### config.mk
export PLATFORM = sky130hd
export DESIGN_NAME = servo_slew_pwm_controller
export DESIGN_NICKNAME = d
export VERILOG_FILES = /design/src/hdl/ssp_pkg.sv /design/src/hdl/ssp_div.sv /design/src/hdl/ssp_ctrl.sv /design/src/hdl/servo_slew_pwm_controller.sv
export SDC_FILE = /design/constraint.sdc
export NUM_CORES = 1
export LEC_CHECK = 0
export BUFFER_PORTS_ARGS = -buffer_cell sky130_fd_sc_hd__clkbuf_2
export CORE_MARGIN = 4
export CORE_UTILIZATION = 40
export CTS_BUF_LIST = sky130_fd_sc_hd__clkbuf_16
export CTS_CLUSTER_DIAMETER = 60
export CTS_CLUSTER_SIZE = 16
export DETAILED_ROUTE_END_ITERATION = 7
export GPL_TIMING_DRIVEN = 0
export PLACE_DENSITY = 0.54
export REMOVE_ABC_BUFFERS = 1
export SLEW_MARGIN = 20
export SYNTH_ARGS = -nofsm -noshare
export SYNTH_HDL_FRONTEND = slang
export SYNTH_HIERARCHICAL = 1
export SYNTH_SLANG_ARGS = --single-unit
### constraint.sdc
create_clock -name clk -period 8.3 [get_ports clk]
set_input_delay 1.66 -clock clk [delete_from_list [all_inputs] [get_ports clk]]
set_output_delay 1.66 -clock clk [all_outputs]
set_load 0.01 [all_outputs]
### src/hdl/ssp_pkg.sv
`default_nettype none
// ----------------------------------------------------------------------------
// ssp_pkg
// Shared types and constants of the servo slew PWM controller.
// ----------------------------------------------------------------------------
package ssp_pkg;

	localparam int PWM_BITS   = 16;
	localparam int MAX_DUTY   = (2 ** PWM_BITS) - 1;

	localparam int ACTION_W   = 2;
	localparam int TIME_W     = 32;
	localparam int ANGLE_W    = 8;
	localparam int INTERVAL_W = 10;
	localparam int DUTY_W     = 13;
	localparam int INDEX_W    = 2;
	localparam int WDATA_W    = 10;

	localparam int ANGLE_MAX  = 180;
	localparam int PULSE_BASE = 500;
	localparam int PULSE_SPAN = 2000;
	localparam int PULSE_TOP  = 2500;
	localparam int FRAME_US   = 20000;

	localparam int PULSE_W    = $clog2(PULSE_TOP + 1);
	localparam int PULSE_Q_W  = $clog2(PULSE_SPAN + 1);
	localparam int DUTY_Q_W   = $clog2((PULSE_TOP * MAX_DUTY) / FRAME_US + 1);
	localparam int QUO_W      = (DUTY_Q_W > PULSE_Q_W) ? DUTY_Q_W : PULSE_Q_W;

	// reciprocals rounded up; exact floor for angle <= 180 and pulse <= 2500
	localparam int     PULSE_SH      = 16;
	localparam int     DUTY_SH       = 26;
	localparam longint PULSE_RECIP_V =
		((longint'(PULSE_SPAN) << PULSE_SH) + ANGLE_MAX - 1) / ANGLE_MAX;
	localparam longint DUTY_RECIP_V  =
		((longint'(MAX_DUTY) << DUTY_SH) + FRAME_US - 1) / FRAME_US;
	localparam int     OPA_W         = PULSE_W;
	localparam int     RECIP_W       = $clog2(DUTY_RECIP_V + 1);
	localparam int     PROD_W        = OPA_W + RECIP_W;

	localparam logic [RECIP_W-1:0] PULSE_RECIP = RECIP_W'(PULSE_RECIP_V);
	localparam logic [RECIP_W-1:0] DUTY_RECIP  = RECIP_W'(DUTY_RECIP_V);

	localparam logic [DUTY_W-1:0] DUTY_AT_MIN = DUTY_W'((PULSE_BASE * MAX_DUTY) / FRAME_US);
	localparam logic [DUTY_W-1:0] DUTY_AT_MAX = DUTY_W'((PULSE_TOP * MAX_DUTY) / FRAME_US);

	localparam logic                  ENABLE_RST   = 1'b1;
	localparam logic [ANGLE_W-1:0]    LOCK_RST     = 8'd90;
	localparam logic [ANGLE_W-1:0]    UNLOCK_RST   = 8'd0;
	localparam logic [INTERVAL_W-1:0] INTERVAL_RST = 10'd15;

	typedef enum logic [ACTION_W-1:0] {
		ACT_TICK   = 2'd0,
		ACT_LOCK   = 2'd1,
		ACT_UNLOCK = 2'd2
	} action_t;

	typedef enum logic [INDEX_W-1:0] {
		REG_ENABLE   = 2'd0,
		REG_LOCK     = 2'd1,
		REG_UNLOCK   = 2'd2,
		REG_INTERVAL = 2'd3
	} cfg_reg_t;

	typedef enum logic [1:0] {
		ST_IDLE,
		ST_PULSE,
		ST_DUTY,
		ST_EMIT
	} state_t;

	typedef enum logic {
		SEL_PULSE,
		SEL_DUTY
	} div_sel_t;

	typedef struct packed {
		logic     load;
		div_sel_t sel;
	} div_cmd_t;

	typedef struct packed {
		logic     idle;
		div_cmd_t div;
		logic     emit;
	} ctl_t;

endpackage
`default_nettype wire

### src/hdl/ssp_div.sv
`default_nettype none
// ----------------------------------------------------------------------------
// ssp_div
// Shared divider by a selected constant: reciprocal multiply, one per cycle.
// ----------------------------------------------------------------------------
module ssp_div (
	input  wire logic                        clk,
	input  wire ssp_pkg::div_cmd_t           cmd,
	input  wire logic [ssp_pkg::OPA_W-1:0]   num,
	output logic      [ssp_pkg::QUO_W-1:0]   quo
);

	logic [ssp_pkg::RECIP_W-1:0] recip;
	logic [ssp_pkg::PROD_W-1:0]  prod;
	logic [ssp_pkg::QUO_W-1:0]   quo_q;

	assign recip = (cmd.sel == ssp_pkg::SEL_DUTY) ? ssp_pkg::DUTY_RECIP : ssp_pkg::PULSE_RECIP;
	assign prod  = ssp_pkg::PROD_W'(num) * ssp_pkg::PROD_W'(recip);

	always_ff @(posedge clk) begin
		if (cmd.load) begin
			quo_q <= (cmd.sel == ssp_pkg::SEL_DUTY) ? ssp_pkg::QUO_W'(prod >> ssp_pkg::DUTY_SH)
			                                        : ssp_pkg::QUO_W'(prod >> ssp_pkg::PULSE_SH);
		end
	end

	assign quo = quo_q;

endmodule
`default_nettype wire

### src/hdl/ssp_ctrl.sv
`default_nettype none
// ----------------------------------------------------------------------------
// ssp_ctrl
// Sequencer: pulse quotient, duty quotient, then hand-off to the output reg.
// ----------------------------------------------------------------------------
module ssp_ctrl (
	input  wire logic          clk,
	input  wire logic          arst_n,
	input  wire logic          req_valid,
	input  wire logic          out_busy,
	output ssp_pkg::ctl_t      ctl
);

	ssp_pkg::state_t state_q;
	ssp_pkg::state_t state_d;

	always_ff @(posedge clk or negedge arst_n) begin
		if (!arst_n) begin
			state_q <= ssp_pkg::ST_IDLE;
		end else begin
			state_q <= state_d;
		end
	end

	always_comb begin
		state_d = state_q;
		unique case (state_q)
			ssp_pkg::ST_IDLE: begin
				if (req_valid) state_d = ssp_pkg::ST_PULSE;
			end
			ssp_pkg::ST_PULSE: state_d = ssp_pkg::ST_DUTY;
			ssp_pkg::ST_DUTY:  state_d = ssp_pkg::ST_EMIT;
			ssp_pkg::ST_EMIT: begin
				if (!out_busy) state_d = ssp_pkg::ST_IDLE;
			end
			default: state_d = ssp_pkg::ST_IDLE;
		endcase
	end

	always_comb begin
		ctl.idle     = (state_q == ssp_pkg::ST_IDLE);
		ctl.div.load = (state_q == ssp_pkg::ST_PULSE) || (state_q == ssp_pkg::ST_DUTY);
		ctl.div.sel  = (state_q == ssp_pkg::ST_DUTY) ? ssp_pkg::SEL_DUTY
		                                             : ssp_pkg::SEL_PULSE;
		ctl.emit     = (state_q == ssp_pkg::ST_EMIT) && !out_busy;
	end

endmodule
`default_nettype wire

### src/hdl/servo_slew_pwm_controller.sv
`default_nettype none
// ----------------------------------------------------------------------------
// servo_slew_pwm_controller
// Slew-limited servo position with PWM duty, one result per request.
// ----------------------------------------------------------------------------
// Request channel: req_valid/req_stall with action and now_ms. A tick may
// step the position one degree toward the target; lock and unlock set the
// target and arm an immediate step on the next tick.
// Response channel: rsp_valid/rsp_stall with duty, position, is_locked and
// moved, held in an output register until taken.
// The state update happens at the accepting edge; rsp_valid rises after the
// states PULSE, DUTY and EMIT, where EMIT waits while the output register is
// stalled. The duty comes from two divisions by constants, done as reciprocal
// multiplies on one shared multiplier, one per cycle. req_stall is high from
// the accepting edge until the result has moved into the output register. A
// stalled response holds its register; the next request can be worked on
// meanwhile and waits at the end for the register to free up.
// Reset: registers return to their defaults, position and target to 0,
// an immediate step is armed, and the response register is empty.
// Configuration writes go through write_enable/write_index/write_data.
// ----------------------------------------------------------------------------
module servo_slew_pwm_controller (
	input  wire logic                            clk,
	input  wire logic                            arst_n,
	input  wire logic                            write_enable,
	input  wire logic [ssp_pkg::INDEX_W-1:0]     write_index,
	input  wire logic [ssp_pkg::WDATA_W-1:0]     write_data,
	input  wire logic                            req_valid,
	output logic                                 req_stall,
	input  wire logic [ssp_pkg::ACTION_W-1:0]    action,
	input  wire logic [ssp_pkg::TIME_W-1:0]      now_ms,
	output logic                                 rsp_valid,
	input  wire logic                            rsp_stall,
	output logic      [ssp_pkg::DUTY_W-1:0]      duty,
	output logic      [ssp_pkg::ANGLE_W-1:0]     position,
	output logic                                 is_locked,
	output logic                                 moved
);

	logic                               enable_q;
	logic [ssp_pkg::ANGLE_W-1:0]        lock_q;
	logic [ssp_pkg::ANGLE_W-1:0]        unlock_q;
	logic [ssp_pkg::INTERVAL_W-1:0]     interval_q;

	logic [ssp_pkg::ANGLE_W-1:0]        cur_q;
	logic [ssp_pkg::ANGLE_W-1:0]        tgt_q;
	logic [ssp_pkg::TIME_W-1:0]         next_q;
	logic                               move_now_q;
	logic                               moved_q;

	logic                               rsp_valid_q;
	logic [ssp_pkg::DUTY_W-1:0]         duty_q;
	logic [ssp_pkg::ANGLE_W-1:0]        position_q;
	logic                               is_locked_q;
	logic                               moved_out_q;

	ssp_pkg::ctl_t                      ctl;
	logic                               accept;
	logic                               out_busy;
	logic [ssp_pkg::QUO_W-1:0]          quo;
	logic [ssp_pkg::OPA_W-1:0]          num;
	logic [ssp_pkg::ANGLE_W-1:0]        deg_c;
	logic [ssp_pkg::PULSE_W-1:0]        pulse;
	logic [ssp_pkg::TIME_W-1:0]         diff;
	logic                               step;

	assign accept   = req_valid && ctl.idle;
	assign out_busy = rsp_valid_q && rsp_stall;

	// configuration
	always_ff @(posedge clk or negedge arst_n) begin
		if (!arst_n) begin
			enable_q   <= ssp_pkg::ENABLE_RST;
			lock_q     <= ssp_pkg::LOCK_RST;
			unlock_q   <= ssp_pkg::UNLOCK_RST;
			interval_q <= ssp_pkg::INTERVAL_RST;
		end else if (write_enable) begin
			unique case (ssp_pkg::cfg_reg_t'(write_index))
				ssp_pkg::REG_ENABLE:   enable_q   <= write_data[0];
				ssp_pkg::REG_LOCK:     lock_q     <= write_data[ssp_pkg::ANGLE_W-1:0];
				ssp_pkg::REG_UNLOCK:   unlock_q   <= write_data[ssp_pkg::ANGLE_W-1:0];
				ssp_pkg::REG_INTERVAL: interval_q <= write_data[ssp_pkg::INTERVAL_W-1:0];
			endcase
		end
	end

	// due when the signed difference is not negative
	assign diff = now_ms - next_q;
	assign step = enable_q && (cur_q != tgt_q) && (move_now_q || !diff[ssp_pkg::TIME_W-1]);

	always_ff @(posedge clk or negedge arst_n) begin
		if (!arst_n) begin
			cur_q      <= ssp_pkg::UNLOCK_RST;
			tgt_q      <= ssp_pkg::UNLOCK_RST;
			next_q     <= '0;
			move_now_q <= 1'b1;
			moved_q    <= 1'b0;
		end else if (accept) begin
			moved_q <= 1'b0;
			unique case (ssp_pkg::action_t'(action))
				ssp_pkg::ACT_LOCK: begin
					tgt_q      <= lock_q;
					move_now_q <= 1'b1;
				end
				ssp_pkg::ACT_UNLOCK: begin
					tgt_q      <= unlock_q;
					move_now_q <= 1'b1;
				end
				ssp_pkg::ACT_TICK: begin
					if (step) begin
						cur_q      <= (cur_q < tgt_q) ? cur_q + 1'b1 : cur_q - 1'b1;
						next_q     <= now_ms + ssp_pkg::TIME_W'(interval_q);
						move_now_q <= 1'b0;
						moved_q    <= 1'b1;
					end
				end
				default: ;
			endcase
		end
	end

	// divider operand: clamped angle, then pulse width
	assign deg_c = (cur_q > ssp_pkg::ANGLE_W'(ssp_pkg::ANGLE_MAX))
	             ? ssp_pkg::ANGLE_W'(ssp_pkg::ANGLE_MAX) : cur_q;
	assign pulse = ssp_pkg::PULSE_W'(ssp_pkg::PULSE_BASE)
	             + ssp_pkg::PULSE_W'(quo[ssp_pkg::PULSE_Q_W-1:0]);

	always_comb begin
		unique case (ctl.div.sel)
			ssp_pkg::SEL_PULSE: num = ssp_pkg::OPA_W'(deg_c);
			ssp_pkg::SEL_DUTY:  num = pulse;
		endcase
	end

	ssp_ctrl u_ctrl (
		.clk       (clk),
		.arst_n    (arst_n),
		.req_valid (req_valid),
		.out_busy  (out_busy),
		.ctl       (ctl)
	);

	ssp_div u_div (
		.clk    (clk),
		.cmd    (ctl.div),
		.num    (num),
		.quo    (quo)
	);

	// output register
	always_ff @(posedge clk or negedge arst_n) begin
		if (!arst_n) begin
			rsp_valid_q <= 1'b0;
		end else if (ctl.emit) begin
			rsp_valid_q <= 1'b1;
		end else if (!rsp_stall) begin
			rsp_valid_q <= 1'b0;
		end
	end

	always_ff @(posedge clk) begin
		if (ctl.emit) begin
			duty_q      <= ssp_pkg::DUTY_W'(quo);
			position_q  <= cur_q;
			is_locked_q <= (cur_q == lock_q);
			moved_out_q <= moved_q;
		end
	end

	assign req_stall = !ctl.idle;
	assign rsp_valid = rsp_valid_q;
	assign duty      = duty_q;
	assign position  = position_q;
	assign is_locked = is_locked_q;
	assign moved     = moved_out_q;

`ifndef SYNTHESIS
	a_busy_after_accept: assert property (@(posedge clk) disable iff (!arst_n)
		(req_valid && !req_stall) |=> req_stall)
		else $error("request accepted without going busy");

	a_duty_clamped: assert property (@(posedge clk) disable iff (!arst_n)
		(rsp_valid && (position >= ssp_pkg::ANGLE_W'(ssp_pkg::ANGLE_MAX)))
		|-> (duty == ssp_pkg::DUTY_AT_MAX))
		else $error("duty not clamped at full travel");

	a_duty_zero: assert property (@(posedge clk) disable iff (!arst_n)
		(rsp_valid && (position == '0)) |-> (duty == ssp_pkg::DUTY_AT_MIN))
		else $error("duty wrong at zero angle");

	a_emit_free: assert property (@(posedge clk) disable iff (!arst_n)
		ctl.emit |-> !(rsp_valid_q && rsp_stall))
		else $error("response register overwritten while stalled");
`endif

endmodule
`default_nettype wire
* Word level (Yosys, flattened, before mapping)
Index checks and enable logic that the tools add are counted.
** Cells by class
- Add/sub/neg operators :: 5
- Multiply operators :: 1
- Divide/modulo/power cells :: 0
- $lt $le $gt $ge :: 2
- Equal/unequal tests :: 14
- Shift-type cells :: 0
- Muxes and demuxes :: 16
- Bitwise gates (word level) :: 1
- Reduce and logical (&&, ||, !) cells :: 24
** Operator list (count)
- multiplier 12 x 28 -> 39 bit :: 1
- adder 32 x 10 -> 32 bit :: 1
- subtractor 32 bit :: 1
- two-way mux 28 bit :: 1
- one-hot mux 12 bit (2 select lines) :: 1
- two-way mux 8 bit :: 2
- one-hot mux 8 bit (2 select lines) :: 1
- two-way mux 13 bit :: 1
- adder 9 x 11 -> 12 bit (first input constant) :: 1
- AND reduction 2 bit :: 6
- == test 2 bit (second input constant) :: 5
- adder 8 x 1 -> 8 bit (second input constant) :: 1
- == test 8 bit :: 1
- greater-than comparator 8 bit (second input constant) :: 1
- less-than comparator 8 bit :: 1
- inequality test 8 bit :: 1
- one-hot mux 2 bit (4 select lines) :: 1
- subtractor 8 x 1 -> 8 bit (second input constant) :: 1
- == test 2 x 1 -> 1 bit (second input constant) :: 3
- zero test 2 bit :: 3
- two-way mux 1 bit :: 6
- inequality test 2 bit (second input constant) :: 3
- AND reduction 3 bit :: 2
- logical AND 1 bit :: 5
- 8 further kinds :: 13
** Word-level totals
- Register bits :: 116
- Latch bits :: 0
- Bits in writable memories :: 0
- Memory bits (read-only) :: 0
- Input port bits :: 51
- Output and inout port bits :: 25
- Word-level logic and storage cells :: 79
- Memories kept :: 0

* Depth between registers and ports, before layout
- Depth after elaboration :: 6
- Gate-level depth with buffers :: 28
- Mapped depth without buffers :: 27

* Modules after synthesis
The synthesis kept the hierarchy.
** By module, submodules not included
- ssp_div :: times used 1, cells an instance 780, area each 7397.1 sq um, seq. area each 390.4 sq um
- servo_slew_pwm_controller :: times used 1, cells an instance 560, area each 6092.1 sq um, seq. area each 2655.0 sq um
- ssp_ctrl :: times used 1, cells an instance 16, area each 157.7 sq um, seq. area each 50.0 sq um

* Worst setup path after synthesis
Ideal clock, no wire load.
- Path kind :: register -> register
- Start point :: register u_ctrl.state_q[0]
- End point :: register u_div.quo_q, in the netlist u_div/quo[0] (data pin)
- Setup time :: 0.260 ns
- Arrival :: 6.288 ns
- Required time :: 8.040 ns
- Slack :: 1.753 ns
- Cell stages (with the launch flop) :: 24
- Buffers on the path :: 1
- Period minus slack after synthesis :: 6.547 ns
- Path through :: dfrtp_1 inv_1 ha_1 clkbuf_1 a21boi_0 and2_1 ha_1 fa_1 inv_1 fa_1 inv_1 fa_1 inv_1 fa_1 inv_1 ha_1 a21oi_2 o21ai_0 o31ai_1 a211oi_2 nand2b_1 a211oi_1 nor2_1 mux2_2
** RTL lines
- from (decl) :: line ssp_ctrl.sv:14 : ssp_pkg::state_t state_q;
- from (signal assigned) :: line ssp_ctrl.sv:19 : state_q <= ssp_pkg::ST_IDLE;
- from (signal assigned) :: line ssp_ctrl.sv:21 : state_q <= state_d;
- to (signal assigned) :: line ssp_div.sv:22 : quo_q <= (cmd.sel == ssp_pkg::SEL_DUTY) ? ssp_pkg::QUO_W'(prod >> ssp_pkg::DUTY_SH)
- to (decl) :: line ssp_div.sv:15 : logic [ssp_pkg::QUO_W-1:0] quo_q;

* Worst setup path after layout
- Start point :: register cur_q[1] in the netlist's numbering
- End point :: register u_div.quo_q, in the netlist u_div/quo[5] (data pin)
** On the way
- Longest elaborated chain between the ends :: 5
** RTL lines
- from (decl) :: line servo_slew_pwm_controller.sv:45 : logic [ssp_pkg::ANGLE_W-1:0] cur_q;
- from (signal assigned) :: line servo_slew_pwm_controller.sv:93 : cur_q <= ssp_pkg::UNLOCK_RST;
- from (signal assigned) :: line servo_slew_pwm_controller.sv:111 : cur_q <= (cur_q < tgt_q) ? cur_q + 1'b1 : cur_q - 1'b1;
- greater-than comparator 8 bit :: line servo_slew_pwm_controller.sv:123 : assign deg_c = (cur_q > ssp_pkg::ANGLE_W'(ssp_pkg::ANGLE_MAX))
- two-way mux 8 bit :: line servo_slew_pwm_controller.sv:124 : ? ssp_pkg::ANGLE_W'(ssp_pkg::ANGLE_MAX) : cur_q;
- one-hot mux 12 bit (2 select lines) :: line servo_slew_pwm_controller.sv:129 : unique case (ctl.div.sel)
- via num, one bit :: line servo_slew_pwm_controller.sv:61 : logic [ssp_pkg::OPA_W-1:0] num;
- multiplier 12 x 28 -> 39 bit :: line ssp_div.sv:18 : assign prod = ssp_pkg::PROD_W'(num) * ssp_pkg::PROD_W'(recip);
- two-way mux 13 bit :: line ssp_div.sv:22
The timed path passes the listed nets, and every way through them passes these cells.
A chain may end at the register's enable or synchronous reset.

==> reports/results.txt <==
Status: finished clean
Worst-path clk slew: 0.06 ns
Critical Path Start Type: flop
Worst Setup EP: u_div/quo[5]
First-pass GRT wire length: 52300 um
Post-DRT Antenna Nets: 0
Skew final: 0.00577 ns
Mapped Area: 0.0136 mm2
Worst reg-to-reg path cell count: 23
Post-Synth Simple-Gate Area: 0.0865
Area Growth Syn to Fin: 12.0%
Hold Path Class: flop to flop
Post-Layout Inst Area: 0.0153 mm2
Drt pass-1 iters: 5
Crit path max fanout: 8
Number of fill cells: 3229
Final setup viols: 0
Synth Area in XOR/XNOR: 0.0481
DRC errors left: 0
Yosys reg bits: 116
Clock Root Buffer: clkbuf_16
Most frequent cells in the layout: 302 x inv_1, 217 x ha_1, 133 x fa_1
Routability Congestion: 0.879
Die Ht: 193 um
Latest clock arrival within the worst-skew pair: 0.42 ns
Initial antenna violation count: 2
Crit. End Element: flop
Die footprint: 0.0371 mm2
Ratio of cells with drive above 1 in the final layout: 0.129
Clock buffer depth: 2
Post-synthesis adder-cell area fraction: 0.395
R2R Path Start: cur_q[1]
Fmax: 132 MHz
Compound-cell area share of the yosys netlist: 0.0919
Commonest non-fill, non-tap cell in the layout: inv_1
Final worst slack: 0.744 ns
RSZ-0062 raised after global routing: false
GRT overflow: 0
Critical Path RT: 8.46 ns
# nets final: 1841
Detailed Place HPWL: 26300 um
Via count: 9465
Largest net degree at the start of global routing: 81
Num ports: 76
Fin Setup TNS: 0 ns
WL final: 31800 um
Cells after synthesis: 1356
Post-synthesis sequential area ratio: 0.227
Largest family of logic cells by synthesized area: adder cells
Core Box Area: 0.0336 mm2
Post-synthesis cell type count: 69
Slew HR: 0.516
CTS tree: yes
Measured slew at the worst slew-check pin: 0.725 ns
Avg WL per Cell: 16.7 um
Worst setup path start: cur_q[1]
Cell Chain, Critical Path: o21ai_0 > nand2b_1 > a31o_2 > a21oi_1 > a22o_1 > nand2_1 > inv_1 > ha_1 > fa_1 > fa_1 > fa_1 > inv_1 > fa_1 > inv_1 > ha_1 > a21oi_1 > o21ai_0 > o31ai_1 > a211oi_2 > a211oi_2 > o21bai_1 > xnor2_1 > a21oi_1
Syn_area_per_cell: 10.1 um2
Hold_buf cts: 0
Ys async rst share: 0.690
Iteration-0 DRC Markers: 324
Vias in the first global route: 10100
Synth warn: 6
Cts repair resizes: 0
Ant. Diodes: 0
Vias per cell: 4.98
Initial Util: 0.406
Num rows: 67
Final Max Slew Viols: 0
Final Hold Fails: 0
Number of synthesized flops with an enable pin: 36
Fin crit share: 0.910
H-tree lvl count: 4
CTS Sinks: 116
PortBufs: 75
MaxCap Viol Count: 0
CP arrival: 7.71 ns
Reg-to-reg slack, setup: 0.74 ns
Dpl cell area: 0.0147 mm2
Tmin final: 7.56 ns
Setup bufs post-CTS: 0
Gr usage total: 0.180
RR Endpoint: u_div/quo[5]
Max stage delay on crit path: 0.64 ns
Pre-CTS WS: 0.717 ns
Crit-path most repeated cell: fa_1
Critical-path top delay cell: a22o_1
CTS Buf Count: 17
Chip width: 193 um
Ys flop type: dfrtp_1
Mux cell area share after synthesis: 0.0605
Critical path class: flop to flop
-- cell type report --
| cell class | count | area (um2) | area share |
|---|---|---|---|
| timing repair buffer | 83 | 519 | 0.0340 |
| tap | 448 | 561 | 0.0367 |
| clock inverter | 15 | 213 | 0.0139 |
| inverter | 299 | 1120 | 0.0734 |
| multi-input combinational | 922 | 9360 | 0.612 |
| sequential | 116 | 3100 | 0.202 |
| clock buffer | 17 | 425 | 0.0278 |
-- through the flow --
stage / hold WS [ns] / utilization / instances
finish: 0.420 / 0.455 / 1900
global route: 0.426 / 0.455 / 1900
CTS: 0.423 / 0.455 / 1900
detailed placement: 0.409 / 0.436 / 1868
global placement: 0.419 / 0.430 / 1860
floorplan: 0.400 / - / 1337
-- sequential cells by signal, summed over array words and instances (netlist names), 2 cells and up --
signal          cells
interval_q         10
tgt_q               8
next_q             32
unlock_q            8
position            8
lock_q              8
u_ctrl/state_q      2
u_div/quo          13
cur_q               8
duty               13
-- cells in the mapped netlist, types with 12 or more instances --
master | number | share of area
inv_1 | 299 | 0.082
ha_1 | 218 | 0.20
fa_1 | 133 | 0.20
nand2_1 | 72 | 0.020
dfrtp_1 | 70 | 0.13
a21oi_1 | 56 | 0.021
mux2i_1 | 42 | 0.031
xor2_1 | 39 | 0.025
nor2_1 | 37 | 0.010
edfxtp_1 | 36 | 0.079
xnor2_1 | 36 | 0.023
o21ai_0 | 33 | 0.012
mux2_2 | 31 | 0.026
nand4_1 | 19 | 0.0087
nand3_1 | 16 | 0.0059
a21o_1 | 14 | 0.0077
and2_1 | 14 | 0.0064
nand2b_1 | 12 | 0.0055
-- metal layers --
layer  part of all wire  wire length, um  up-vias  GRT usage
met5                  0                0        -          0
met4              0.016              519        0     0.0444
met3              0.033             1050       29     0.0259
met2               0.48            15400      140      0.309
met1               0.47            14800     4646      0.239
li1                   -                -     4650          -
-- cell families (layout without fill, tap and decap cells) --
kind of cell	count (synthesis)	count (layout)
simple gates	230	230
fa+ha+maj	351	351
mux	78	78
flops	116	116
xor+xnor	75	75
compound gates	188	188
buf+inv	318	414
-- how the worst min path moves through the flow --
stage                        startpoint  endpoint  slack [ns]  cells after the start
after detailed placement  u_div/quo[11]  duty[11]        0.41                      0
final                     u_div/quo[11]  duty[11]        0.42                      0
after floorplan           u_div/quo[11]  duty[11]        0.40                      0
after global placement    u_div/quo[12]  duty[12]        0.42                      0
after global routing      u_div/quo[11]  duty[11]        0.43                      0
after CTS                 u_div/quo[11]  duty[11]        0.42                      0
-- worst max-delay path: cells and delay by family, from the launching register on --
family	cells	cell delay (ns)
AND/OR/NAND/NOR	2	0.29
AO/OA/AOI/OAI	11	3.05
adder cells (fa/ha/maj)	6	2.66
buffers and inverters	3	0.51
XOR/XNOR	1	0.25
flip-flops	1	0.51
Power is left out: the tool's default activity adds up to more than one toggle a clock period on the data nets, which glitch-free logic cannot reach.
